$ cat config.mk
export PLATFORM = sky130hd
export DESIGN_NAME = im2col_walker
export DESIGN_NICKNAME = d
export VERILOG_FILES = /design/src/sv/im2col_pkg.sv /design/src/sv/im2col_walker.sv
export SDC_FILE = /design/constraint.sdc
export NUM_CORES = 1
export LEC_CHECK = 0
export BUFFER_PORTS_ARGS = -buffer_cell sky130_fd_sc_hd__buf_2
export CELL_PAD_IN_SITES_DETAIL_PLACEMENT = 1
export CELL_PAD_IN_SITES_GLOBAL_PLACEMENT = 1
export CORE_UTILIZATION = 38
export CTS_BUF_LIST = sky130_fd_sc_hd__clkbuf_8 sky130_fd_sc_hd__clkbuf_16
export CTS_CLUSTER_SIZE = 28
export DETAILED_ROUTE_END_ITERATION = 7
export GPL_TIMING_DRIVEN = 1
export PLACE_DENSITY = 0.79
export SYNTH_ARGS = -nofsm -noshare
export SYNTH_HDL_FRONTEND = slang
export SYNTH_SLANG_ARGS = --single-unit
$ cat constraint.sdc
create_clock -name clk -period 5.6 [get_ports clk]
set_input_delay 0.28 -clock clk [delete_from_list [all_inputs] [get_ports clk]]
set_output_delay 0.28 -clock clk [all_outputs]
set_load 0.02 [all_outputs]
$ cat src/sv/im2col_pkg.sv
`timescale 1ns / 1ps
// im2col_pkg: shared widths, configuration and walk record types.
// Used by every module of the im2col address generator; no dependencies.
package im2col_pkg;

    localparam int DIM_BITS     = 16;
    localparam int OFFSET_BITS  = 32;
    localparam int INDEX_BITS   = 32;
    localparam int DATA_BITS    = 32;
    localparam int REG_IDX_BITS = 4;
    localparam int PROD_BITS    = 2 * DIM_BITS;
    localparam int COORD_BITS   = 2 * DIM_BITS + 2;
    localparam int QUEUE_DEPTH  = 4;
    localparam int QPTR_BITS    = $clog2(QUEUE_DEPTH);
    localparam int QCNT_BITS    = $clog2(QUEUE_DEPTH + 1);

    typedef logic [DIM_BITS-1:0]    dim_t;
    typedef logic [OFFSET_BITS-1:0] offset_t;
    typedef logic [INDEX_BITS-1:0]  index_t;
    typedef logic [PROD_BITS-1:0]   prod_t;
    typedef logic [COORD_BITS-1:0]  coord_t;

    typedef enum logic [REG_IDX_BITS-1:0] {
        REG_KERNEL_SIZE   = 4'd0,
        REG_IMAGE_SIZE    = 4'd1,
        REG_OUTPUT_SIZE   = 4'd2,
        REG_CHANNEL_COUNT = 4'd3,
        REG_BATCH_COUNT   = 4'd4,
        REG_STRIDE_XY     = 4'd5,
        REG_PADDING_XY    = 4'd6,
        REG_DILATION_XY   = 4'd7
    } reg_idx_e;

    // Loop limits are kept at least 1; image size is kept as written.
    typedef struct packed {
        dim_t kw;
        dim_t kh;
        dim_t ow;
        dim_t oh;
        dim_t nc;
        dim_t nb;
        dim_t iw;
        dim_t ih;
        dim_t sx;
        dim_t sy;
        dim_t px;
        dim_t py;
        dim_t dx;
        dim_t dy;
    } cfg_t;

    localparam cfg_t CFG_RESET = '{
        kw: DIM_BITS'(16),  kh: DIM_BITS'(16),
        ow: DIM_BITS'(14),  oh: DIM_BITS'(14),
        nc: DIM_BITS'(3),   nb: DIM_BITS'(1),
        iw: DIM_BITS'(224), ih: DIM_BITS'(224),
        sx: DIM_BITS'(16),  sy: DIM_BITS'(16),
        px: DIM_BITS'(0),   py: DIM_BITS'(0),
        dx: DIM_BITS'(1),   dy: DIM_BITS'(1)
    };

    typedef struct packed {
        dim_t batch;
        dim_t grid_row;
        dim_t grid_col;
        dim_t chan;
        dim_t kernel_row;
        dim_t kernel_col;
    } pos_t;

    typedef struct packed {
        index_t index;
        pos_t   pos;
        logic   last;
    } walk_t;

    typedef struct packed {
        logic full;
        logic empty;
    } qstat_t;

endpackage

$ cat src/sv/im2col_walker.sv
`timescale 1ns / 1ps
// im2col_walker: front end; takes requests, steps the nested position counters
// and pushes one walk record per request. Depends on im2col_pkg.
module im2col_walker
    import im2col_pkg::*;
(
    input  logic   clk,
    input  logic   rst_n,
    input  cfg_t   cfg,
    input  logic   item_valid,
    output logic   item_ready,
    input  logic   restart,
    input  qstat_t qstat,
    output logic   push,
    output walk_t  rec
);

    pos_t   pos_reg;
    pos_t   pos_next;
    index_t idx_reg;
    index_t idx_next;
    pos_t   cur;
    index_t cur_idx;
    logic   e0, e1, e2, e3, e4, e5;
    logic   c1, c2, c3, c4, c5, c6;

    // counter at or past the end of a range of n (n >= 1)
    function automatic logic at_end(input dim_t c, input dim_t n);
        return c >= (n - DIM_BITS'(1));
    endfunction

    assign item_ready = !qstat.full;
    assign push       = item_valid && item_ready;

    assign cur     = restart ? '0 : pos_reg;
    assign cur_idx = restart ? '0 : idx_reg;

    assign e0 = at_end(cur.kernel_col, cfg.kw);
    assign e1 = at_end(cur.kernel_row, cfg.kh);
    assign e2 = at_end(cur.chan,       cfg.nc);
    assign e3 = at_end(cur.grid_col,   cfg.ow);
    assign e4 = at_end(cur.grid_row,   cfg.oh);
    assign e5 = at_end(cur.batch,      cfg.nb);

    assign c1 = e0;
    assign c2 = c1 && e1;
    assign c3 = c2 && e2;
    assign c4 = c3 && e3;
    assign c5 = c4 && e4;
    assign c6 = c5 && e5;

    assign rec.index = cur_idx;
    assign rec.pos   = cur;
    assign rec.last  = c6;

    always_comb
    begin
        pos_next = cur;
        pos_next.kernel_col = e0 ? '0 : cur.kernel_col + DIM_BITS'(1);
        if (c1)
            pos_next.kernel_row = e1 ? '0 : cur.kernel_row + DIM_BITS'(1);
        if (c2)
            pos_next.chan = e2 ? '0 : cur.chan + DIM_BITS'(1);
        if (c3)
            pos_next.grid_col = e3 ? '0 : cur.grid_col + DIM_BITS'(1);
        if (c4)
            pos_next.grid_row = e4 ? '0 : cur.grid_row + DIM_BITS'(1);
        if (c5)
            pos_next.batch = e5 ? '0 : cur.batch + DIM_BITS'(1);
        idx_next = c6 ? '0 : cur_idx + INDEX_BITS'(1);
    end

    always_ff @(posedge clk or negedge rst_n)
    begin
        if (!rst_n)
        begin
            pos_reg <= '0;
            idx_reg <= '0;
        end
        else if (push)
        begin
            pos_reg <= pos_next;
            idx_reg <= idx_next;
        end
    end

endmodule

* Word-level counts from Yosys, hierarchy flattened *
Index checks and enable logic that the tools add are counted.

storage, ports and cells
  register bits after elaboration = 128
  input port bits = 230
  output and inout bits = 131
  logic and storage cells = 47

cells by class
  add/sub/neg operators = 13
  $lt $le $gt $ge = 6
  multiplexer cells = 14
  reduce and logical (&&, ||, !) cells = 7

operators with widths
  operator               number
  $mux 16                11
  $add 16x1->16 const B  6
  $ge 16x16->1           6
  $mux 96                1
  $sub 16x1->16 const B  6
  $mux 32                2
  $add 32x1->32 const B  1
  $logic_and 1x1->1      6
  $logic_not 1->1        1

* Depth between registers and ports, before layout *
  depth in word-level cells = 8
  mapped depth = 21
  gate-level depth less buffers = 16

* Worst setup path before layout *
No wires, ideal clock.

  kind = input-to-reg
  from = input restart
  to = register pos_reg[62] (netlist bit)
  library setup time = 69 ps
  arrival = 4350 ps
  data required time = 5531 ps
  setup slack = 1181 ps
  stages = 20
  cells stage by stage = buf_2 -> buf_2 -> buf_2 -> buf_2 -> buf_2 -> buf_2 -> buf_2 -> buf_1 -> nor2_1 -> ha_1 -> a211o_1 -> a31oi_1 -> o31ai_1 -> a211o_1 -> and3_1 -> buf_6 -> and2_4 -> buf_6 -> or4_1 -> nand3_1

RTL lines
  what                  line                 source
  from (decl)           im2col_walker.sv:12  input logic restart,
  to (signal assigned)  im2col_walker.sv:82  pos_reg <= pos_next;
  to (decl)             im2col_walker.sv:18  pos_t pos_reg;

==> qor.yml <==
wl_met3_um: 1220
portBuffers: 231
r2r-start: "pos_reg[32]$_DFFE_PN0P_"
top_layer: "met4"
clock_latency_ns: 0.43
startpoint: "cfg[148]"
crit_path_start_kind: "input port"
first_pass_iters: 5
ys_seq_elements: 128
largest_register_ffs: 96
synthTopCellsByArea: "dfrtp_1 (28%), ha_1 (12%), o21ai_0 (5.8%)"
leakagePower_nw: 6.47
synth_top_family_by_area: "simple AND/OR/NAND/NOR gates"
dieArea_sq_mm: 0.0312
initial_core_util: 0.389
gr-total-overflow: 0
total_power_mw: 2.41
drtIter0Drc: 545
ant_nets: 0
fin_tns_setup_ns: 0
syn2layout_area_growth_pct: 18.7
place.gp.congestion: 0.814
async_reset_ff_frac: 1.00
status: "completed"
rrSetupSlack_ns: 1.59
synth-xor-area-share: 0.0786
cts_setup_buffers: 0
synth_ff_type: "dfrtp_1"
synth_area_leader_cell: "dfrtp_1"
worst-setup-path-type: "in -> out"
yosysWarnings: 0
seq_area_frac_synth: 0.276
synth_top_cell_area_share: 0.276
synth_compound_area_frac: 0.183
synth_nets: 1802
synth-simple-area-share: 0.299
fp.dieH_um: 177
root_buffer: "clkbuf_16"
end_kind: "output pin"
setup_viol: 0
p_int_mw: 1.73
rows: 63
rsz0062_at_grt: "false"
vdd_ir_drop_max_uv: 196
crit_end: "rec[0]"
drv_cap: 0
synth_cells: 1463
wirelength_um: 37000
critPathArrivalTime_ns: 4.47
die_x_um: 177
syn_avg_cell_area_sq_um: 7.92
drv_slew: 0
tightest_slew_ns: 1.22
finalCoreUtilization: 0.462
coreArea_sq_mm: 0.0298
yosysUniqueCellTypes: 70
grt_max_degree: 90
yosys-mux-area-fraction: 0.00432
fin_crit_sh: 0.848
drt-met1-wl_um: 17400
drc: 0
grt_pass1_wl_um: 61400
ctsHoldBuffers: 1
clockBufferDepth: 2
grt_pass1_vias: 12300
hold_violations: 0
boundaryPins: 361
vias: 11800
hold_class: "reg -> reg"
place_area_sq_mm: 0.0132
syn_area_sq_mm: 0.0116
fill_cells: 3742
r2r-end: "idx_reg[4]$_DFFE_PN0P_"
fin_skew_ns: 0.0144
gr-usage-all-layers: 0.240
synthAdderAreaFrac: 0.118
pwr-share-seq: 0.393
avgRoutedWirePerCell_um: 17.8
swShare: 0.284
design_area_sq_mm: 0.0138
max_clock_freq_mhz: 210
reg2regPathDepth: 11
clkPwrFrac: 0.475
share_comb_of_total_power: 0.132
met2_length_um: 17800
hold_slack_ns: 0.475
nNetsFinal: 2016
min_period_ns: 4.75
crit_fanout: 22
antenna_found_initial: 0
n_antenna_cell: 0
clock_sinks: 128
p_switching_mw: 0.686
p_per_area_mw_per_mm2: 175
cts_tree: "built"
worstPathRequired_ns: 5.32
clkTransAtPathRegs_ns: 0.06
numCtsBuffers: 17
cts_resized: 0
cts_max_level: 4
relSlewSlack: 0.185
final_layout_size_suffix_gt1_frac: 0.179
vias_per_cell: 5.70
synth_edf_count: 0
dp_hpwl_um: 27600
## layout by cell type, fill, tap and decap left out, types with 5 or more instances in the layout
cell / n
buf_2: 229
nand2_1: 144
o21ai_0: 135
dfrtp_1: 128
nor2_1: 118
ha_1: 109
nor2b_1: 103
xnor2_1: 69
nand3_1: 60
a21oi_1: 60
inv_1: 55
nor3_1: 45
nand4_1: 40
xor2_1: 35
and3_1: 33
a31oi_1: 25
nor4_1: 24
buf_4: 22
a21o_1: 18
or3_1: 17
o31ai_1: 17
clkbuf_16: 17
and2_1: 16
nor3b_1: 12
a221o_1: 11
or4_1: 8
nand3b_1: 7
o21a_1: 7
and4_1: 7
o211ai_1: 7
a22oi_1: 7
nand2b_1: 6
o22ai_1: 6
o41ai_1: 6
or2_2: 5
a211oi_1: 5
mux2i_1: 5
clkinvlp_4: 5
## final cells by class
cell class	instances	area (sq um)	area share
clock buffer	18	439	0.0319
clock inverter	14	155	0.0113
inverter	56	210	0.0153
multi-input combinational	1220	7920	0.576
sequential	128	3200	0.233
tap	390	488	0.0355
timing repair buffer	254	1340	0.0977
## power groups by stage
stage / combinational [mW] / sequential (mW) / clock [mW]
3_3_place_gp: 0.305 / 0.963 / 0
6_report: 0.318 / 0.948 / 1.15
5_1_grt: 0.357 / 0.950 / 1.19
4_1_cts: 0.321 / 0.948 / 1.16
2_1_floorplan: 0.179 / 0.961 / 0
3_5_place_dp: 0.319 / 0.964 / 0
## critical path, stage by stage
cell and delay (ns):
buf_2 0.12, nor3_1 0.27, nand2b_1 0.17, nor4_1 0.29, nand2_1 0.13, or2_2 0.32
nor4_1 0.28, xnor2_1 0.13, ha_1 0.31, nand4_1 0.13, a21oi_1 0.14, a211o_1 0.34
and3_2 0.55, buf_4 0.35, nand2_1 0.15, nor2_1 0.12, buf_4 0.18, buf_2 0.18
## cells in the mapped netlist, types with 15 or more instances
master and number:
buf_2 15, a31oi_1 25, dfrtp_1 128, nand4_1 40
and3_1 34, nor2_1 118, nor2b_1 103, nor4_1 24
a21o_1 18, inv_1 55, clkbuf_1 31, a21oi_1 60
o31ai_1 17, o21ai_0 135, ha_1 109, nand3_1 60
nand2_1 145, xor2_1 35, xnor2_1 69, nor3_1 45
and2_1 16, or3_1 17
## how the worst min path moves through the flow
stage,endpoint,slack (ns),startpoint,cells past startpoint
floorplan,idx_reg[0]$_DFFE_PN0P_,-0.02,rst_n,0
global placement,pos_reg[15]$_DFFE_PN0P_,0.42,rst_n,1
detailed placement,pos_reg[15]$_DFFE_PN0P_,0.41,rst_n,1
CTS,pos_reg[0]$_DFFE_PN0P_,0.48,pos_reg[0]$_DFFE_PN0P_,2
global route,pos_reg[15]$_DFFE_PN0P_,0.49,pos_reg[15]$_DFFE_PN0P_,1
finish,pos_reg[15]$_DFFE_PN0P_,0.47,pos_reg[15]$_DFFE_PN0P_,1
## through the flow
step / setup slack [ns] / instances
detailed placement: 0.722 / 2047
floorplan: 1.18 / 1463
global placement: 0.861 / 2047
finish: 0.849 / 2080
CTS: 0.858 / 2080
global route: 0.497 / 2080
## routing by layer
metal | track usage | vias to the layer above
met1 | 0.319 | 5825
met5 | 0 | -
li1 | - | 5726
met3 | 0.0253 | 40
met2 | 0.413 | 256
met4 | 0.0639 | 0
## kinds of logic after synthesis
family                     after synthesis
buffers and inverters                  115
adders and majority gates              109
xor gates and xnor gates               104
muxes                                    5
and+or+nand+nor                        662
DFF                                    128
AOI/OAI and AO/OA                      340
No activity file was read; power rests on OpenSTA's default activity.
