==> src/sv/im2col_pkg.sv <==
`timescale 1ns / 1ps
// im2col_pkg: shared widths, configuration and walk record types.
// Used by every module of the im2col address generator; no dependencies.
package im2col_pkg;

    localparam int DIM_BITS     = 16;
    localparam int OFFSET_BITS  = 32;
    localparam int INDEX_BITS   = 32;
    localparam int DATA_BITS    = 32;
    localparam int REG_IDX_BITS = 4;
    localparam int PROD_BITS    = 2 * DIM_BITS;
    localparam int COORD_BITS   = 2 * DIM_BITS + 2;
    localparam int QUEUE_DEPTH  = 4;
    localparam int QPTR_BITS    = $clog2(QUEUE_DEPTH);
    localparam int QCNT_BITS    = $clog2(QUEUE_DEPTH + 1);

    typedef logic [DIM_BITS-1:0]    dim_t;
    typedef logic [OFFSET_BITS-1:0] offset_t;
    typedef logic [INDEX_BITS-1:0]  index_t;
    typedef logic [PROD_BITS-1:0]   prod_t;
    typedef logic [COORD_BITS-1:0]  coord_t;

    typedef enum logic [REG_IDX_BITS-1:0] {
        REG_KERNEL_SIZE   = 4'd0,
        REG_IMAGE_SIZE    = 4'd1,
        REG_OUTPUT_SIZE   = 4'd2,
        REG_CHANNEL_COUNT = 4'd3,
        REG_BATCH_COUNT   = 4'd4,
        REG_STRIDE_XY     = 4'd5,
        REG_PADDING_XY    = 4'd6,
        REG_DILATION_XY   = 4'd7
    } reg_idx_e;

    // Loop limits are kept at least 1; image size is kept as written.
    typedef struct packed {
        dim_t kw;
        dim_t kh;
        dim_t ow;
        dim_t oh;
        dim_t nc;
        dim_t nb;
        dim_t iw;
        dim_t ih;
        dim_t sx;
        dim_t sy;
        dim_t px;
        dim_t py;
        dim_t dx;
        dim_t dy;
    } cfg_t;

    localparam cfg_t CFG_RESET = '{
        kw: DIM_BITS'(16),  kh: DIM_BITS'(16),
        ow: DIM_BITS'(14),  oh: DIM_BITS'(14),
        nc: DIM_BITS'(3),   nb: DIM_BITS'(1),
        iw: DIM_BITS'(224), ih: DIM_BITS'(224),
        sx: DIM_BITS'(16),  sy: DIM_BITS'(16),
        px: DIM_BITS'(0),   py: DIM_BITS'(0),
        dx: DIM_BITS'(1),   dy: DIM_BITS'(1)
    };

    typedef struct packed {
        dim_t batch;
        dim_t grid_row;
        dim_t grid_col;
        dim_t chan;
        dim_t kernel_row;
        dim_t kernel_col;
    } pos_t;

    typedef struct packed {
        index_t index;
        pos_t   pos;
        logic   last;
    } walk_t;

    typedef struct packed {
        logic full;
        logic empty;
    } qstat_t;

endpackage

==> src/sv/im2col_queue.sv <==
`timescale 1ns / 1ps
// im2col_queue: short FIFO of walk records between walker and address pipe.
// Depends on im2col_pkg.
module im2col_queue
    import im2col_pkg::*;
(
    input  logic   clk,
    input  logic   rst_n,
    input  logic   push,
    input  walk_t  wr_rec,
    input  logic   pop,
    output walk_t  head,
    output qstat_t qstat
);

    walk_t                entry_reg [QUEUE_DEPTH];
    logic [QPTR_BITS-1:0] wr_ptr_reg;
    logic [QPTR_BITS-1:0] rd_ptr_reg;
    logic [QCNT_BITS-1:0] count_reg;
    logic [QCNT_BITS-1:0] count_next;

    assign qstat.full  = (count_reg == QCNT_BITS'(QUEUE_DEPTH));
    assign qstat.empty = (count_reg == '0);
    assign head        = entry_reg[rd_ptr_reg];

    always_comb
    begin
        unique case ({push, pop})
            2'b10:   count_next = count_reg + QCNT_BITS'(1);
            2'b01:   count_next = count_reg - QCNT_BITS'(1);
            default: count_next = count_reg;
        endcase
    end

    always_ff @(posedge clk)
    begin
        if (push)
            entry_reg[wr_ptr_reg] <= wr_rec;
    end

    always_ff @(posedge clk or negedge rst_n)
    begin
        if (!rst_n)
        begin
            wr_ptr_reg <= '0;
            rd_ptr_reg <= '0;
            count_reg  <= '0;
        end
        else
        begin
            if (push)
                wr_ptr_reg <= wr_ptr_reg + QPTR_BITS'(1);
            if (pop)
                rd_ptr_reg <= rd_ptr_reg + QPTR_BITS'(1);
            count_reg <= count_next;
        end
    end

endmodule

==> config.mk <==
export PLATFORM = sky130hd
export DESIGN_NAME = im2col_queue
export DESIGN_NICKNAME = d
export VERILOG_FILES = /design/src/sv/im2col_pkg.sv /design/src/sv/im2col_queue.sv
export SDC_FILE = /design/constraint.sdc
export NUM_CORES = 1
export LEC_CHECK = 0
export BUFFER_PORTS_ARGS = -buffer_cell sky130_fd_sc_hd__buf_2
export CELL_PAD_IN_SITES_DETAIL_PLACEMENT = 1
export CELL_PAD_IN_SITES_GLOBAL_PLACEMENT = 2
export CORE_MARGIN = 2
export CORE_UTILIZATION = 25
export DETAILED_ROUTE_END_ITERATION = 7
export GPL_ROUTABILITY_DRIVEN = 0
export PLACE_DENSITY_LB_ADDON = 0.1
export SLEW_MARGIN = 10
export SYNTH_ARGS = -nofsm -noshare
export SYNTH_HDL_FRONTEND = slang
export SYNTH_SLANG_ARGS = --single-unit
==> constraint.sdc <==
create_clock -name clk -period 4.08 [get_ports clk]
set_input_delay 0.408 -clock clk [delete_from_list [all_inputs] [get_ports clk]]
set_output_delay 0.408 -clock clk [all_outputs]
set_load 0.005 [all_outputs]
# Word level (Yosys, flattened, before mapping)
# Memories as Yosys holds them, arrays and structs flattened.
# Index checks and enable logic that the tools add are counted.
[classes]
add_sub_neg = 4
eq_ne = 3
mux = 3
n_reduce_logical = 2
[ops]
columns = ["cell", "n"]
rows = [
  ["$pmux 3 s2", 1],
  ["$add 2x1->2 const B", 2],
  ["$add 3x1->3 const B", 1],
  ["$eq 3x3->1 const B", 1],
  ["$logic_not 3->1", 1],
  ["$sub 3x1->3 const B", 1],
  ["$eq 2x1->1 const B", 1],
  ["$eq 2x2->1 const B", 1],
  ["$mux 1", 2],
  ["$reduce_bool 2->1", 1],
]
[totals]
ff_bits = 7
ramBits = 516
input_bits = 133
out_inout_bits = 131
word_cells = 16
mem_count = 1
[mem_list]
columns = ["name", "words", "width", "read_ports", "rd_ports_with_merged_regs", "wr", "line", "rtl"]
rows = [
  ["entry_reg", 4, 129, 1, 0, 1, "im2col_queue.sv:16", "walk_t entry_reg [QUEUE_DEPTH];"],
]

# Logic depth before layout (Yosys ltp)
[logic_depth]
word_depth = 2
depth_mapped = 7
ltp_nobuf = 7

# Worst setup path before layout
# No wires, ideal clock.
[synth_timing]
path_kind = "reg2reg"
from = "reg wr_ptr_reg[0]"
to = "mem entry_reg[0][0] (netlist bit) (enable)"
setup_time_ps = 503
t_arrival_ps = 3581
required_ps = 3577
setup_slack_ps = -4
stages_incl_launch_ff = 4
path_buffers = 0
period_less_slack_ps = 4084
cell_sequence = "dfrtp_1 > inv_1 > ha_1 > and2_1"
[synth_rtl]
columns = ["item", "line", "rtl"]
rows = [
  ["start: declaration", "im2col_queue.sv:17", "logic [QPTR_BITS-1:0] wr_ptr_reg;"],
  ["start signal: assignment", "im2col_queue.sv:52", "wr_ptr_reg <= wr_ptr_reg + QPTR_BITS'(1);"],
  ["end: declaration", "im2col_queue.sv:16", ""],
]
# No word-level cell before the write port.

==> impl_metrics.tcl <==
set metrics [dict create \
    total_routed_length_um 47400 \
    worst-path-max-fanout 20 \
    worst_hold_startpoint "wr_rec[90]" \
    worst_r2r_endpoint "entry_reg[0][23]" \
    final_worst_path_cycle_share_pct 70.8 \
    die_area_um2 78300 \
    timing.rr.start "wr_ptr_reg[0]" \
    reg2reg_slack_ns 2.00 \
    setup-tns-final_ns 0 \
    worst_setup_slack_post_dpl_ns 1.75 \
    timing.fmax_mhz 346 \
    finalNetCount 1280 \
    timing.critical_path.required_ns 3.67 \
    finalSetupViolCount 0 \
    coreArea_um2 75600 \
    routedWlPerCell_um 21.8 \
    pin_count 264 \
    wire_length_of_the_first_global_routing_pass_um 70200 \
    vias 8957 \
    route.detailed.drc 0 \
    critical_path_buf_inv_count 2 \
    flow.area_growth_from_synthesis_pct 30.8 \
    clock-skew-final_ns 0.0237 \
    synthDistinctLibCells 19 \
    clk_pin_slew_worst_paths_ns 0.06 \
    clock_tree_root_buffer_cell "sky130_fd_sc_hd__clkbuf_16" \
    drt_pass1_iterations 4 \
    min_period_ns 2.89 \
    design_power_total_uw 17600 \
    path_delay_family "buffers and inverters" \
    die_x_extent_um 280 \
    crit_path_top_delay_cell "sky130_fd_sc_hd__dfrtp_4" \
    synth-warning-count 0 \
    maximum_number_of_pins_on_one_net_before_global_route_repair 61 \
    die_height_um 280 \
    largest_register_ffs 516 \
    clock_tree.htree_level_count 2 \
    drv.max_cap_violation_count 0 \
    place.detailed.hpwl_um 28600 \
    static-leakage-power_uw 0.00843 \
    timing.critical_path.arrival_ns 2.48 \
    first_global_vias 10200 \
    post-synth-top-area-fraction_pct 81.5 \
    dr.first_iter.drc_count 353 \
    syn_avg_cell_area_um2 26.7 \
    antenna_violating_nets_post_route 0 \
    tightest_slew_ns 0.769 \
    slew_violations 0 \
    clkLatencyLatePin_ns 0.61 \
    cellPowerDensity_nw_per_um2 707 \
    core.rowCount 101 \
    endpoints_failing_hold 0 \
    worst_hold_stages 1 \
    highest_layer "met5" \
    hold_path_endpoint "entry_reg[1][90]" \
    tritoncts "built" \
    wl_met1_um 18900 \
    cts.sink_count 523 \
    global_route.usage.total_pct 12.2 \
    initial_utilization_pct 25.2 \
    synth.net_count 850 \
    worst_setup_path_end_kind "primary output" \
    place.port_buffers 263 \
    netlist_area_um2 19000 \
    grt-ovfl-total 0 \
    post_route_cells_drive_above_1_share_pct 42.4 \
    detail_route.vias_per_cell 4.13 \
    grt_setup_unrepaired "no" \
    power.ir.vdd_worst_uv 323 \
    finalInstanceArea_um2 24900 \
    hold_path.class "in -> reg" \
    r2r_cells 4 \
    synth_largest_area_cell "sky130_fd_sc_hd__edfxtp_1" \
    synth.area.top_cells "sky130_fd_sc_hd__edfxtp_1 (82%), sky130_fd_sc_hd__mux4_2 (15%), sky130_fd_sc_hd__dfrtp_1 (0.92%)" \
    met3_wl_um 2280 \
    dpl-instance-area_um2 21600 \
    post_cts_resized 0 \
    postLayoutCoreUtil_pct 32.9 \
    post_synth_inst_count 711 \
    synth-seq-cells 523 \
    post-route-worst-setup-slack_ns 1.19 \
    synth-seq-area-share_pct 82.4 \
    setup.worst_path.start_class "flip-flop" \
    antenna_found_initial 2 \
    worstPathCellList "buf_4 -> mux4_2 -> buf_2" \
    run_status "finished clean" \
    worst_path_largest_cell_delay_ns 0.62 \
    worst_slew_margin_rel_pct 48.7 \
    cts_buffer_depth 3 \
    cts-buffers-inserted 61 \
    wl_met2_um 25200 \
    worst-setup-path-type "reg -> out" \
]
## synthesized netlist by cell type
master	instances
sky130_fd_sc_hd__ha_1	5
sky130_fd_sc_hd__fa_1	1
sky130_fd_sc_hd__inv_1	6
sky130_fd_sc_hd__o21ai_0	2
sky130_fd_sc_hd__nor3_1	1
sky130_fd_sc_hd__clkbuf_1	1
sky130_fd_sc_hd__buf_2	12
sky130_fd_sc_hd__edfxtp_1	516
sky130_fd_sc_hd__dfrtp_1	7
sky130_fd_sc_hd__and2_1	4
sky130_fd_sc_hd__nor2_1	1
sky130_fd_sc_hd__buf_1	3
sky130_fd_sc_hd__xor2_1	4
sky130_fd_sc_hd__mux4_2	129
sky130_fd_sc_hd__buf_6	11
sky130_fd_sc_hd__and3_1	1
sky130_fd_sc_hd__nand2_1	3
sky130_fd_sc_hd__xnor2_1	2
sky130_fd_sc_hd__buf_4	2
## placed cells by master (no fill, tap or decap)
cell,Yosys,final
sky130_fd_sc_hd__edfxtp_1,516,516
sky130_fd_sc_hd__buf_2,12,263
sky130_fd_sc_hd__mux4_2,129,129
sky130_fd_sc_hd__dlygate4sd3_1,0,117
sky130_fd_sc_hd__clkbuf_16,0,63
sky130_fd_sc_hd__clkinv_1,0,16
sky130_fd_sc_hd__clkinv_2,0,14
sky130_fd_sc_hd__buf_12,0,12
sky130_fd_sc_hd__bufinv_16,0,10
sky130_fd_sc_hd__inv_1,6,6
sky130_fd_sc_hd__clkbuf_1,1,6
sky130_fd_sc_hd__ha_1,5,5
sky130_fd_sc_hd__dfrtp_1,7,5
sky130_fd_sc_hd__and2_4,0,4
sky130_fd_sc_hd__xor2_1,4,4
sky130_fd_sc_hd__buf_4,2,4
sky130_fd_sc_hd__nand2_1,3,3
sky130_fd_sc_hd__clkinvlp_4,0,3
sky130_fd_sc_hd__o21ai_0,2,2
sky130_fd_sc_hd__xnor2_1,2,2
sky130_fd_sc_hd__dfrtp_4,0,2
sky130_fd_sc_hd__diode_2,0,1
sky130_fd_sc_hd__nor3_1,1,1
sky130_fd_sc_hd__and3_1,1,1
sky130_fd_sc_hd__nor2_1,1,1
sky130_fd_sc_hd__fa_1,1,1
sky130_fd_sc_hd__inv_6,0,1
## report_power, final
part           internal (µW)  total [µW]  switching [µW]
registers               7020        7340             313
clock network           3420        5580            2170
logic                   2210        4650            2440
## routing by layer
layer | up-vias | GRT usage (%)
met5 | - | 0
met4 | 2 | 3.70
met3 | 67 | 2.75
met2 | 193 | 22.0
met1 | 4746 | 14.5
li1 | 3949 | -
## cells by family after synthesis
logic type      count (synthesis)  synth area share, %
fa+ha+maj                       6                0.434
compound gates                  2               0.0527
simple gates                   10                0.270
buf+inv                        35                 1.24
xor+xnor                        6                0.276
mux                           129                 15.3
flops                         523                 82.4
## cell type report
class | instances | area [µm²]
multi-input combinational | 153 | 3110
tap | 978 | 1220
clock buffer | 69 | 1600
antenna | 1 | 2.50
sequential | 523 | 15700
fill | 7503 | 50700
clock inverter | 44 | 462
timing repair buffer | 396 | 2760
inverter | 6 | 22.5
## worst reg2reg max path, delay by kind of cell, from the launching register on
family        cells  cell delay, ns
buf+inv           2            0.52
fa+ha+maj         1            0.15
flops             1            0.43
simple gates      1            0.58
## per-stage QoR
step / hold WS (ns) / instances
after floorplan: 0.112 / 711
after global placement: 0.290 / 1939
after detailed placement: 0.290 / 1939
after CTS: 0.00266 / 2169
after global routing: 0.00793 / 2169
final: 0.0399 / 2170
## timing repair
action | in CTS | in global routing
hold buffers | 117 | 0
hold endpoints to repair | 466 | 0
setup buffers | 0 | 0
## how the worst max path moves through the flow
stage                             start              end  cells past startpoint
after detailed placement  rd_ptr_reg[0]         head[82]                      3
after floorplan           wr_ptr_reg[0]  entry_reg[2][0]                      3
after global placement    rd_ptr_reg[0]        head[108]                      3
after global routing      rd_ptr_reg[0]         head[95]                      3
after CTS                 rd_ptr_reg[0]         head[95]                      3
final                     rd_ptr_reg[0]         head[95]                      3
No activity file was read; power rests on OpenSTA's default activity.
