### src/sv/im2col_pkg.sv
`timescale 1ns / 1ps
// im2col_pkg: shared widths, configuration and walk record types.
// Used by every module of the im2col address generator; no dependencies.
package im2col_pkg;

    localparam int DIM_BITS     = 16;
    localparam int OFFSET_BITS  = 32;
    localparam int INDEX_BITS   = 32;
    localparam int DATA_BITS    = 32;
    localparam int REG_IDX_BITS = 4;
    localparam int PROD_BITS    = 2 * DIM_BITS;
    localparam int COORD_BITS   = 2 * DIM_BITS + 2;
    localparam int QUEUE_DEPTH  = 4;
    localparam int QPTR_BITS    = $clog2(QUEUE_DEPTH);
    localparam int QCNT_BITS    = $clog2(QUEUE_DEPTH + 1);

    typedef logic [DIM_BITS-1:0]    dim_t;
    typedef logic [OFFSET_BITS-1:0] offset_t;
    typedef logic [INDEX_BITS-1:0]  index_t;
    typedef logic [PROD_BITS-1:0]   prod_t;
    typedef logic [COORD_BITS-1:0]  coord_t;

    typedef enum logic [REG_IDX_BITS-1:0] {
        REG_KERNEL_SIZE   = 4'd0,
        REG_IMAGE_SIZE    = 4'd1,
        REG_OUTPUT_SIZE   = 4'd2,
        REG_CHANNEL_COUNT = 4'd3,
        REG_BATCH_COUNT   = 4'd4,
        REG_STRIDE_XY     = 4'd5,
        REG_PADDING_XY    = 4'd6,
        REG_DILATION_XY   = 4'd7
    } reg_idx_e;

    // Loop limits are kept at least 1; image size is kept as written.
    typedef struct packed {
        dim_t kw;
        dim_t kh;
        dim_t ow;
        dim_t oh;
        dim_t nc;
        dim_t nb;
        dim_t iw;
        dim_t ih;
        dim_t sx;
        dim_t sy;
        dim_t px;
        dim_t py;
        dim_t dx;
        dim_t dy;
    } cfg_t;

    localparam cfg_t CFG_RESET = '{
        kw: DIM_BITS'(16),  kh: DIM_BITS'(16),
        ow: DIM_BITS'(14),  oh: DIM_BITS'(14),
        nc: DIM_BITS'(3),   nb: DIM_BITS'(1),
        iw: DIM_BITS'(224), ih: DIM_BITS'(224),
        sx: DIM_BITS'(16),  sy: DIM_BITS'(16),
        px: DIM_BITS'(0),   py: DIM_BITS'(0),
        dx: DIM_BITS'(1),   dy: DIM_BITS'(1)
    };

    typedef struct packed {
        dim_t batch;
        dim_t grid_row;
        dim_t grid_col;
        dim_t chan;
        dim_t kernel_row;
        dim_t kernel_col;
    } pos_t;

    typedef struct packed {
        index_t index;
        pos_t   pos;
        logic   last;
    } walk_t;

    typedef struct packed {
        logic full;
        logic empty;
    } qstat_t;

endpackage

### src/sv/im2col_cfg_regs.sv
`timescale 1ns / 1ps
// im2col_cfg_regs: configuration register file, decoded into cfg_t.
// Depends on im2col_pkg.
module im2col_cfg_regs
    import im2col_pkg::*;
(
    input  logic                    clk,
    input  logic                    rst_n,
    input  logic                    cfg_valid,
    output logic                    cfg_ready,
    input  logic [REG_IDX_BITS-1:0] cfg_index,
    input  logic [DATA_BITS-1:0]    cfg_data,
    output cfg_t                    cfg
);

    cfg_t cfg_reg;
    cfg_t cfg_next;
    dim_t lo;
    dim_t hi;

    function automatic dim_t at_least_one(input dim_t v);
        return (v == '0) ? DIM_BITS'(1) : v;
    endfunction

    assign cfg_ready = 1'b1;
    assign lo = DIM_BITS'(cfg_data[15:0]);
    assign hi = DIM_BITS'(cfg_data[31:16]);

    always_comb
    begin
        cfg_next = cfg_reg;
        if (cfg_valid)
        begin
            unique case (reg_idx_e'(cfg_index))
                REG_KERNEL_SIZE:
                begin
                    cfg_next.kw = at_least_one(lo);
                    cfg_next.kh = at_least_one(hi);
                end
                REG_IMAGE_SIZE:
                begin
                    cfg_next.iw = lo;
                    cfg_next.ih = hi;
                end
                REG_OUTPUT_SIZE:
                begin
                    cfg_next.ow = at_least_one(lo);
                    cfg_next.oh = at_least_one(hi);
                end
                REG_CHANNEL_COUNT: cfg_next.nc = at_least_one(lo);
                REG_BATCH_COUNT:   cfg_next.nb = at_least_one(lo);
                REG_STRIDE_XY:
                begin
                    cfg_next.sx = lo;
                    cfg_next.sy = hi;
                end
                REG_PADDING_XY:
                begin
                    cfg_next.px = lo;
                    cfg_next.py = hi;
                end
                REG_DILATION_XY:
                begin
                    cfg_next.dx = lo;
                    cfg_next.dy = hi;
                end
                default: cfg_next = cfg_reg;
            endcase
        end
    end

    always_ff @(posedge clk or negedge rst_n)
    begin
        if (!rst_n)
            cfg_reg <= CFG_RESET;
        else
            cfg_reg <= cfg_next;
    end

    assign cfg = cfg_reg;

endmodule

### config.mk
export PLATFORM = sky130hd
export DESIGN_NAME = im2col_cfg_regs
export DESIGN_NICKNAME = d
export VERILOG_FILES = /design/src/sv/im2col_pkg.sv /design/src/sv/im2col_cfg_regs.sv
export SDC_FILE = /design/constraint.sdc
export NUM_CORES = 1
export LEC_CHECK = 0
export ABC_AREA = 1
export ABC_CLOCK_PERIOD_IN_PS = 1000
export BUFFER_PORTS_ARGS = -buffer_cell sky130_fd_sc_hd__buf_2
export CORE_ASPECT_RATIO = 1.25
export CORE_UTILIZATION = 44
export CTS_BUF_LIST = sky130_fd_sc_hd__clkbuf_2
export DETAILED_ROUTE_END_ITERATION = 8
export HOLD_SLACK_MARGIN = 0.12
export PLACE_DENSITY = 0.7
export SKIP_LAST_GASP = 1
export SYNTH_ARGS = -nofsm -noshare
export SYNTH_HDL_FRONTEND = slang
export SYNTH_SLANG_ARGS = --single-unit
### constraint.sdc
create_clock -name clk -period 1 [get_ports clk]
set_input_delay 0.2 -clock clk [delete_from_list [all_inputs] [get_ports clk]]
set_output_delay 0.2 -clock clk [all_outputs]
set_load 0.01 [all_outputs]
Word-level counts from Yosys, hierarchy flattened

Cells that the tools add are included.

Bits of input ports: 39
RAM bits: 0
Word-level logic and storage cells: 34
Bits in latches: 0
Flip-flop bits (word level): 224
Memories: 0
ROM bits: 0

Reduce and logical (&&, ||, !) cells: 11
Bitwise logic cells: 0
Shifts and indexed selects: 0
Equal/unequal tests: 7
Add/sub/neg operators: 0
$lt $le $gt $ge: 0
Div/mod/pow operators: 0
$mul: 0
Mux-type cells: 2

Operators by type and width:

| operator             | number |
|---|---|
| $logic_not A16 Y1    | 2 |
| $mux W16             | 2 |
| $eq A4 B3 Y1 const B | 4 |
| $reduce_and A2 Y1    | 8 |
| $eq A4 B2 Y1 const B | 2 |
| $eq A4 B1 Y1 const B | 1 |
| $logic_not A4 Y1     | 1 |

Logic depth before layout (Yosys ltp)

Gate-level depths: netlist of run 1.

Depth in word-level cells: 2
Gate-level depth with buffers: 7

Worst setup path before layout of run 1

No wires, ideal clock.

Path kind: input to register
Start: input port cfg_valid
End: register cfg_reg (netlist bit cfg[139])
Data arrival time: 921 ps
Stages: 7
Setup slack: -54 ps
Data required time: 867 ps
Path through: buf_6 -> nand2_4 -> nor2_8 -> nand2_2 -> buf_2 -> nand2_1 -> o21ai_0

Word-level cells in the longest chain between the ends: 1

Ends and longest elaborated chain:

| what                               | RTL line              | RTL |
|---|---|---|
| start: declaration                 | im2col_cfg_regs.sv:9  | `input logic cfg_valid,` |
| $reduce_and A2 Y1 (no source line) | -                     |  |
| end signal: assignment             | im2col_cfg_regs.sv:77 | `cfg_reg <= cfg_next;` |
| end: declaration                   | im2col_cfg_regs.sv:16 | `cfg_t cfg_reg;` |

Every way passes these cells.
A chain may end at the register's enable or synchronous reset.

Worst setup path in the final report of run 1

Start: register cfg_reg (netlist bit cfg[177])
End: output port cfg[177] (netlist name)

RTL lines:

| what             | RTL line              | RTL |
|---|---|---|
| end: declaration | im2col_cfg_regs.sv:13 | `output cfg_t cfg` |

No word-level cell between the ends.

==> results of run 1 <==
[tightest hold or removal path: cells and delay by family]
kind	cells	cell delay (ns)
AOI/OAI and AO/OA	1	0.12
buffers and inverters	3	0.73
[what timing repair did]
item                                    in CTS  in global routing
endpoints found under the setup margin     224                227
hold endpoints to repair                   448                  0
hold buffers                                39                  0
setup buffers                               54                 61
resized for setup                           93                 23
[how the worst max path moves through the flow]
stage                     endpoint  slack [ns]
after CTS                 cfg[118]       -0.73
after detailed placement  cfg[155]       -0.27
after global placement    cfg[155]       -0.23
final                     cfg[177]       -0.65
after global routing      cfg[145]       -0.77
after floorplan           cfg[139]       -0.03
[layout by cell type, fill, tap and decap left out, drive strengths merged]
cell type,count
buf,447
dfstp,21
o21ai,218
inv,39
nand2,254
clkinv,12
nor2,25
nand3,4
dfrtp,203
dlygate4sd3,39
diode,1
conb,1
clkbuf,90
[stage by stage]
step / TNS [ns] / area [sq um] / hold slack, ns
floorplan: -0.3107 / 8795 / -0.09559
global placement: -37.53 / 11000 / 0.1018
detailed placement: -40.10 / 11000 / 0.1037
CTS: -134.00 / 12750 / 0.1960
global route: -144.15 / 13350 / 0.2167
finish: -116.49 / 13350 / 0.3078
[routing by layer]
layer	routed length, microns	GRT usage, %	vias up
met5	0	0	-
met4	1119	12.94	0
met3	1492	6.452	75
met2	13840	43.55	286
met1	10370	29.81	3735
li1	-	-	3661
[logic make-up (layout without fill, tap and decap cells)]
kind of cell           after synthesis  count (layout)
flip-flops                         224             224
AND/OR/NAND/NOR                    283             283
buffers and inverters               83             627
other                                1               2
AO/OA/AOI/OAI                      218             218
[layout make-up]
cell class | instances | area [sq um]
fillers | 1400 | 6125
clock buffers | 90 | 450.4
flip-flops and latches | 224 | 5632
inverters | 39 | 146.4
repair buffers | 486 | 4136
well taps | 265 | 331.6
diodes | 1 | 2.502
multi-input cells | 502 | 2597
clock inverters | 12 | 48.80
[where the power goes]
group	switching (mW)	internal, mW	total [mW]	leakage (nW)
combinational	3.88	4.66	8.54	3.97
clock	3.69	2.35	6.04	0.400
sequential	1.19	11.0	12.2	2.80
==> flow_summary_export.csv, run 1 <==
group,metric,value,unit
clock_tree,clkLatencyLatePin,0.77,ns
clock_tree,clock-sinks,224,
sta,period_share,164.7,%
sta,hold_viol,0,
critical_path,rr_endpoint,"cfg[40]",
critical_path,reg2reg_depth,4,
hold_path,whs_endpoint,"cfg[154]",
synthesis,synth_top_area_share,58.21,%
sta,finClkSkew,0,ns
global_route,grt_max_degree,45,
critical_path,r2r_slack,0.12,ns
power_and_ir_drop,leakage,7.166,nW
synthesis,synth-seq-area-share,64.53,%
critical_path,path_max_fanout,2,
critical_path,cp.arrival,1.45,ns
synthesis,synth-simple-area-share,13.62,%
placement,hpwl,16.79,mm
final_layout,drive_above_1_share,48.71,%
placement,dpl_worst_slack,-0.2670,ns
critical_path,crit_buf_inv,1,
power_and_ir_drop,power_density,2008,nW/um^2
synthesis,syn_nets,848,
routing,wl_per_cell,16.57,microns
sta,setup_violations,229,
floorplan,die-width,128.0,microns
critical_path,crit_cells,1,
synthesis,synth_top_cells_by_count,"nand2_1, dfrtp_1, o21ai_1, o21ai_2, inv_1",
routing,dr.pass1.iters,6,
synthesis,synthFlopType,"dfrtp_1",
critical_path,start_kind,"flop",
global_route,grt_overflow,0,
clock_tree,clock_tree.buffer_depth,3,
sta,rsz0062_at_grt,"yes",
critical_path,worstPathRequired,0.80,ns
sta,setup_ws,-0.6474,ns
floorplan,dieArea,20410,sq um
clock_tree,tritoncts,"done",
critical_path,slowest_delay,0.58,ns
critical_path,worstSetupPathType,"flop to primary output",
synthesis,yosys.area.top_type,"dfrtp_1",
critical_path,slowest_stage,"dfstp_2",
synthesis,avgSynthCellArea,10.79,sq um
floorplan,core,19470,sq um
global_route,grt_pass1_vias,7606,
routing,ant_nets,0,
power_and_ir_drop,power,26.80,mW
routing,drt-total-wl,26.83,mm
routing,viasPerCell,4.791,
clock_tree,cts.clk_slew.worst_paths,0.11,ns
hold_path,hold_class,"input port to flop",
power_and_ir_drop,ir_drop,1.214,mV
final_layout,fin_cells,1619,
synthesis,syn_area,8727,sq um
clock_tree,cts_inserted_buffers,55,
placement,place_inst,1362,
synthesis,synthAdderAreaFrac,0,%
placement,port_buffers,262,
global_route,grt_pass1_wl,40.23,mm
global_route,grtUsageTotal,25.62,%
final_layout,syn_to_final_growth,52.92,%
synthesis,synth-xor-area-share,0,%
synthesis,synth.area.top_cells,"dfrtp_1, nand2_1, o21ai_2, o21ai_1, dfstp_2",
outcome,violations,"setup timing",
routing,dr_total_vias,7757,
sta,fin_crit,1.647,ns
floorplan,die_h,159.5,microns
synthesis,synth_edf_count,0,
synthesis,async_flop_share,100.0,%
synthesis,synthCells,809,
final_layout,final_nets,1347,
synthesis,yosysUniqueCellTypes,18,
routing,drtIter0Drc,345,
routing,drc_errors,0,
critical_path,worstSetupStartpoint,"cfg[177]",
synthesis,synth_top_family_by_area,"compound AO/OA/AOI/OAI gates",
synthesis,ys_ff_latch,224,
sta,maxSlewViolCount,0,
outcome,status,"finished, violations left",
hold_path,whs_path_depth,4,
critical_path,reg2reg_from,"cfg[40]",
hold_path,hold_start,"cfg_data[10]",
global_route,antenna_found_initial,1,
job,maxCapViolations,0,
critical_path,path_cells,"buf_6",
floorplan,rows,57,
placement,gp_congestion,0.8045,
floorplan,start_util,44.82,%
synthesis,yosysWarnings,0,
clock_tree,htree_levels,2,
critical_path,crit_family,"flip-flops",
synthesis,yosysMostFrequentCell,"nand2_1",
final_layout,utilization,68.54,%
sta,max_freq,607.0,MHz
clock_tree,clock-root-buffer,"clkbuf_2",
critical_path,endpoint_kind,"primary output",
final_layout,largest_register_ffs,224,
floorplan,io_pins,264,
synthesis,synth-compound-area-share,16.07,%
synthesis,synthMuxAreaShare,0,%
No activity file was read; power rests on OpenSTA's default activity.
==> run 2, diff against run 1 <==
Settings changed: ABC_AREA 1 to not set.
==> flow_summary_export.csv, run 2 <==
group,metric,value,unit
outcome,status,"finished, violations left",
outcome,violations,"setup timing",
routing,ant_nets,0,
clock_tree,clkLatencyLatePin,0.77,ns
sta,period_share,166.3,%
critical_path,crit_buf_inv,1,
placement,hpwl,16.39,mm
critical_path,reg2reg_depth,3,
global_route,grt_pass1_wl,39.45,mm
sta,fin_setup_tns,-120.43,ns
final_layout,drive_above_1_share,74.03,%
power_and_ir_drop,power_density,2088,nW/um^2
sta,tightestPinTransition,0.6820,ns
synthesis,synth_top_area_share,59.10,%
sta,setup_violations,238,
synthesis,synthFlopType,"dfrtp_1",
critical_path,rr_endpoint,"cfg[79]",
final_layout,final_area,13730,sq um
synthesis,yosysUniqueCellTypes,25,
critical_path,path_max_fanout,2,
sta,max_freq,601.2,MHz
routing,viasPerCell,5.054,
final_layout,final_cell_mix,"dfrtp_1, buf_2, buf_4, mux2_4, buf_6",
synthesis,synth.area.top_cells,"dfrtp_1, mux2_2, dfstp_2, mux2_4, buf_6",
sta,whs,0.06525,ns
global_route,grt_overflow,0,
synthesis,synth-seq-area-share,65.52,%
floorplan,io_pins,264,
final_layout,syn_to_final_growth,59.69,%
job,maxCapViolations,0,
floorplan,dieArea,20100,sq um
synthesis,yosysWarnings,0,
floorplan,core,18920,sq um
sta,fin_crit,1.663,ns
clock_tree,cts.clk_slew.worst_paths,0.12,ns
placement,port_buffers,262,
floorplan,die_h,158.3,microns
sta,setup_ws,-0.6634,ns
routing,dr.pass1.iters,4,
final_layout,largest_register_ffs,224,
routing,drc_errors,0,
clock_tree,tritoncts,"done",
routing,dr_total_vias,6631,
synthesis,synth_edf_count,0,
clock_tree,clock_tree.buffer_depth,3,
sta,hold_viol,0,
critical_path,crit_cells,1,
sta,relSlewSlack,54.12,%
floorplan,rows,56,
routing,drtIter0Drc,232,
placement,gp_congestion,0.8030,
critical_path,cp.arrival,1.46,ns
critical_path,worstPathRequired,0.80,ns
clock_tree,cts_inserted_buffers,54,
floorplan,start_util,45.44,%
sta,rsz0062_at_grt,"yes",
critical_path,worstSetupPathType,"flop to primary output",
critical_path,slowest_delay,0.56,ns
critical_path,endpoint_kind,"primary output",
synthesis,yosysMostFrequentCell,"mux2_2",
synthesis,syn_nets,541,
synthesis,synthCells,502,
final_layout,final_common_cell,"dfrtp_1",
critical_path,start_kind,"flop",
critical_path,slowest_stage,"dfstp_2",
final_layout,fillCellCount,1153,
final_layout,multiInputGateArea,3204,sq um
critical_path,crit_path_end,"cfg[68]",
hold_path,whs_path_depth,5,
global_route,antenna_found_initial,2,
hold_path,hold_class,"input port to flop",
synthesis,yosys.area.top_type,"dfrtp_1",
clock_tree,clock-sinks,224,
synthesis,avgSynthCellArea,17.12,sq um
clock_tree,htree_levels,2,
placement,dpl_worst_slack,-0.6814,ns
critical_path,reg2reg_from,"cfg[79]",
global_route,grt_max_degree,43,
routing,wl_per_cell,20.93,microns
final_layout,final_nets,1072,
global_route,grtUsageTotal,26.00,%
final_layout,register_area,5632,sq um
sta,maxSlewViolCount,0,
routing,drt-total-wl,27.46,mm
placement,dpl_cell_area,11150,sq um
critical_path,crit_family,"flip-flops",
critical_path,r2r_slack,-0.02,ns
global_route,grt_pass1_vias,7047,
floorplan,die-width,127.0,microns
power_and_ir_drop,ir_drop,1.276,mV
sta,finClkSkew,0,ns
synthesis,async_flop_share,100.0,%
synthesis,syn_area,8596,sq um
synthesis,ys_ff_latch,224,
synthesis,synth_top_cells_by_count,"mux2_2, dfrtp_1, dfstp_2, buf_4, mux2_4",
clock_tree,clock-root-buffer,"clkbuf_2",
critical_path,worstSetupStartpoint,"cfg[68]",
critical_path,path_cells,"buf_6",
power_and_ir_drop,leakage,7.075,nW
## run 2: repair_timing
| action | 4_1_cts | 5_1_grt |
|---|---|---|
| endpoints found under the setup margin | 224 | 473 |
| hold endpoints to repair | 448 | 167 |
| pin swaps | 0 | 4 |
| gates resized for setup | 73 | 55 |
| cloned | 0 | 3 |
| hold buffers | 45 | 2 |
| setup buffers | 85 | 64 |
## run 2: cell type report
cell class,count,area share (%)
antenna,2,0.03646
clock buffer,85,3.099
clock inverter,16,0.4557
inverter,4,0.1094
multi-input combinational,249,23.34
sequential,224,41.03
tap,232,2.115
timing repair buffer,500,29.82
## run 2: routing by layer
layer | up-vias | track usage, % | part of all wire (%)
met5 | - | 0 | 0
met4 | 0 | 9.977 | 2.8
met3 | 63 | 6.048 | 6.1
met2 | 300 | 45.89 | 52
met1 | 3373 | 30.93 | 39
li1 | 2895 | - | -
## run 2: stage by stage
stage                     util [%]  total power, mW  cells
after detailed placement     58.94            19.62   1044
after global placement       58.94            19.35   1044
after CTS                    69.42            27.66   1275
after global routing         72.56            30.07   1312
final                        72.56            28.66   1312
after floorplan                  -            16.12    502
## run 2: worst min path at each step
stage | from | end | slack, ns
2_1_floorplan | rst_n | cfg[100] | -0.1
3_3_place_gp | rst_n | cfg[193] | 0.11
3_5_place_dp | rst_n | cfg[193] | 0.12
4_1_cts | cfg_index[3] | cfg[144] | -0.01
5_1_grt | cfg_index[3] | cfg[144] | 0.008
6_report | cfg_index[3] | cfg[144] | 0.07
## run 2: cell families after synthesis
group | count (synthesis) | synth area share (%)
mux | 222 | 29.42
buf+inv | 29 | 2.678
flops | 224 | 65.52
compound gates | 6 | 0.4658
other cells | 1 | 0.04363
simple gates | 20 | 1.878
## run 2: power breakdown
part / internal (mW) / switching (mW)
clock network: 2.25 / 3.73
logic: 6.22 / 3.70
registers: 11.3 / 1.45
## run 2: tightest hold or removal path: cells and delay by family
| family | cells | cell delay, ns |
|---|---|---|
| buffers and inverters | 2 | 0.29 |
| AND/OR/NAND/NOR | 2 | 0.23 |
| multiplexers | 1 | 0.12 |
==> run 3, diff against run 2 <==
Settings changed: ABC_AREA set to 0, CELL_PAD_IN_SITES_DETAIL_PLACEMENT set to 2, CELL_PAD_IN_SITES_GLOBAL_PLACEMENT set to 2, CORE_UTILIZATION 44 to 39, PLACE_DENSITY 0.7 to not set, PLACE_DENSITY_LB_ADDON set to 0.1.
==> flow_summary_export.csv, run 3 <==
group,metric,value,unit
clock_tree,cts_inserted_buffers,56,
synthesis,synthFlopType,"dfrtp_1",
placement,port_buffers,262,
clock_tree,htree_levels,2,
placement,hpwl,20.25,mm
floorplan,die-width,134.8,microns
synthesis,yosysUniqueCellTypes,25,
synthesis,yosys.area.top_type,"dfrtp_1",
outcome,tool.error,"[ERROR DPL-0033] detailed placement checks failed during check placement.",
synthesis,synth_top_cells_by_count,"mux2_2, dfrtp_1, dfstp_2, buf_4, mux2_4",
floorplan,start_util,39.90,%
clock_tree,postCtsSetupBuffers,100,
synthesis,yosysMostFrequentCell,"mux2_2",
synthesis,syn_area,8596,sq um
synthesis,yosysWarnings,0,
synthesis,synth_edf_count,0,
floorplan,die_h,168.0,microns
clock_tree,clock-sinks,224,
clock_tree,cts_resized,115,
synthesis,synthCells,502,
synthesis,async_flop_share,100.0,%
synthesis,syn_nets,541,
floorplan,rows,60,
synthesis,avgSynthCellArea,17.12,sq um
synthesis,synth.area.top_cells,"dfrtp_1, mux2_2, dfstp_2, mux2_4, buf_6",
placement,gp_congestion,0.7725,
outcome,stop_stage,"clock tree synthesis (4_1_cts)",
clock_tree,clock-root-buffer,"clkbuf_2",
synthesis,synth-seq-area-share,65.52,%
floorplan,io_pins,264,
clock_tree,clock_tree.buffer_depth,3,
clock_tree,hold_buffers,37,
outcome,status,"did not finish",
synthesis,ys_ff_latch,224,
synthesis,synth_top_area_share,59.10,%
[run 3: cells by family after synthesis]
kind of cell           Yosys count  share of synthesized area (%)
flip-flops                     224                          65.52
AND/OR/NAND/NOR                 20                          1.878
multiplexers                   222                          29.42
buffers and inverters           29                          2.678
AO/OA/AOI/OAI                    6                         0.4658
other                            1                        0.04363
[run 3: stage by stage]
step	instances	worst slack [ns]	hold WS, ns	utilization (%)	cell area (sq um)
after detailed placement	1084	-0.5833	0.1108	51.95	11190
after global placement	1084	-0.5316	0.1050	51.95	11190
after floorplan	502	-0.4127	-0.09559	-	9096
==> run 4, diff against run 3 <==
Settings changed: CELL_PAD_IN_SITES_DETAIL_PLACEMENT 2 to not set, CELL_PAD_IN_SITES_GLOBAL_PLACEMENT 2 to not set, CORE_ASPECT_RATIO 1.25 to not set, CORE_UTILIZATION 39 to 29, CTS_BUF_LIST sky130_fd_sc_hd__clkbuf_2 to not set, HOLD_SLACK_MARGIN 0.12 to not set, PLACE_DENSITY_LB_ADDON 0.1 to 0.15.
==> flow_summary_export.csv, run 4 (synthesis results as in run 2) <==
group,metric,value,unit
final_layout,drive_above_1_share,75.92,%
power_and_ir_drop,power,31.44,mW
critical_path,rr_endpoint,"cfg[89]",
critical_path,crit_buf_inv,1,
sta,whs,0.02532,ns
clock_tree,htree_levels,1,
power_and_ir_drop,intPower,22.87,mW
job,maxCapViolations,0,
clock_tree,clock-root-buffer,"clkbuf_16",
placement,gp_congestion,0.7857,
global_route,grt_pass1_vias,6477,
clock_tree,clock-sinks,224,
floorplan,io_pins,264,
global_route,grtUsageTotal,17.39,%
critical_path,reg2reg_depth,3,
final_layout,final_cell_mix,"dfrtp_1, buf_2, buf_4, mux2_4, buf_6",
floorplan,die-width,174.2,microns
outcome,status,"finished, violations left",
final_layout,final_nets,995,
power_and_ir_drop,leakage,6.850,nW
final_layout,syn_to_final_growth,59.97,%
placement,place_inst,1196,
floorplan,dieArea,30330,sq um
critical_path,path_max_fanout,2,
global_route,grt_max_degree,46,
sta,max_freq,728.7,MHz
critical_path,cp.arrival,1.17,ns
floorplan,core,28940,sq um
critical_path,worstPathRequired,0.80,ns
sta,maxSlewViolCount,0,
final_layout,largest_register_ffs,224,
floorplan,rows,62,
critical_path,path_cells,"buf_6",
power_and_ir_drop,sequentialPowerShare,40.5,%
final_layout,final_common_cell,"dfrtp_1",
critical_path,worstSetupPathType,"flop to primary output",
sta,setup_violations,251,
power_and_ir_drop,comb_power_share,30.1,%
power_and_ir_drop,power_density,2286,nW/um^2
final_layout,utilization,47.52,%
sta,rsz0062_at_grt,"yes",
routing,viasPerCell,4.422,
hold_path,whs_endpoint,"cfg[160]",
hold_path,whs_path_depth,3,
critical_path,slowest_stage,"dfstp_2",
power_and_ir_drop,clkPwrFrac,29.4,%
critical_path,start_kind,"flop",
critical_path,endpoint_kind,"primary output",
routing,drc_errors,0,
placement,dpl_worst_slack,-0.7224,ns
critical_path,slowest_delay,0.54,ns
clock_tree,cts.clk_slew.worst_paths,0.06,ns
placement,port_buffers,262,
routing,ant_nets,0,
floorplan,start_util,29.71,%
clock_tree,clkLatencyLatePin,0.52,ns
power_and_ir_drop,ir_drop,1.134,mV
floorplan,die_h,174.2,microns
sta,period_share,137.2,%
routing,wl_per_cell,19.85,microns
critical_path,reg2reg_from,"cfg[89]",
placement,hpwl,18.01,mm
routing,dr_total_vias,6019,
power_and_ir_drop,switching_share,27.26,%
outcome,violations,"setup timing",
final_layout,fin_cells,1361,
sta,setup_ws,-0.3723,ns
sta,fin_crit,1.372,ns
routing,dr.pass1.iters,4,
routing,drtIter0Drc,208,
critical_path,crit_cells,1,
hold_path,hold_start,"cfg_data[16]",
sta,hold_viol,0,
routing,drt-total-wl,27.02,mm
clock_tree,clock_tree.buffer_depth,3,
global_route,grt_overflow,0,
global_route,antenna_found_initial,3,
global_route,grt_pass1_wl,40.45,mm
critical_path,crit_family,"flip-flops",
power_and_ir_drop,p_sw,8.568,mW
sta,finClkSkew,0,ns
hold_path,hold_class,"input port to flop",
critical_path,r2r_slack,-0.03,ns
clock_tree,cts_inserted_buffers,26,
clock_tree,tritoncts,"done",
[run 4: routing by layer]
metal,vias up,share of wire (%),routed length (microns),global-route usage [%]
met5,-,0.10,27,0
met4,4,2.3,615,5.117
met3,49,5.5,1487,3.937
met2,177,47,12790,27.58
met1,3089,45,12110,23.72
li1,2700,-,-,-
[run 4: timing repair]
| item | in CTS | in global routing |
|---|---|---|
| resized for setup | 98 | 38 |
| setup buffers | 73 | 45 |
| hold buffers | 2 | 0 |
| pin swaps | 2 | 3 |
| gates cloned | 1 | 3 |
| endpoints found under the hold margin | 205 | 0 |
| endpoints found under the setup margin | 263 | 318 |
[run 4: layout make-up]
| class | count | area [sq um] |
|---|---|---|
| well taps | 384 | 480.5 |
| multi-input cells | 249 | 3203 |
| diodes | 1 | 2.502 |
| inverters | 4 | 15.01 |
| clock buffers | 41 | 778.2 |
| repair buffers | 451 | 3576 |
| flip-flops and latches | 224 | 5632 |
| fillers | 2612 | 15180 |
| clock inverters | 7 | 63.81 |
[run 4: how the worst max path moves through the flow]
stage               endpoint  slack, ns          from
floorplan           cfg[150]      -0.41  cfg_index[2]
detailed placement  cfg[208]      -0.72  cfg_data[10]
global placement    cfg[208]      -0.74  cfg_data[10]
global route         cfg[68]      -0.42       cfg[68]
finish              cfg[144]      -0.37      cfg[144]
CTS                 cfg[144]      -0.40      cfg[144]
[run 4: stage by stage]
step	TNS [ns]	area, sq um
CTS	-63.54	13220
global route	-67.14	13750
finish	-57.99	13750
floorplan	-62.19	9096
detailed placement	-113.48	11300
global placement	-109.29	11300
[run 4: power by group through the flow]
stage                     Combinational [mW]  Sequential (mW)  Clock (mW)
final                                   9.46             12.7        9.26
after global routing                    10.1             13.0        9.88
after CTS                               8.87             12.7        9.49
after detailed placement                7.02             12.7           0
after global placement                  6.93             12.6           0
after floorplan                         2.59             13.5           0
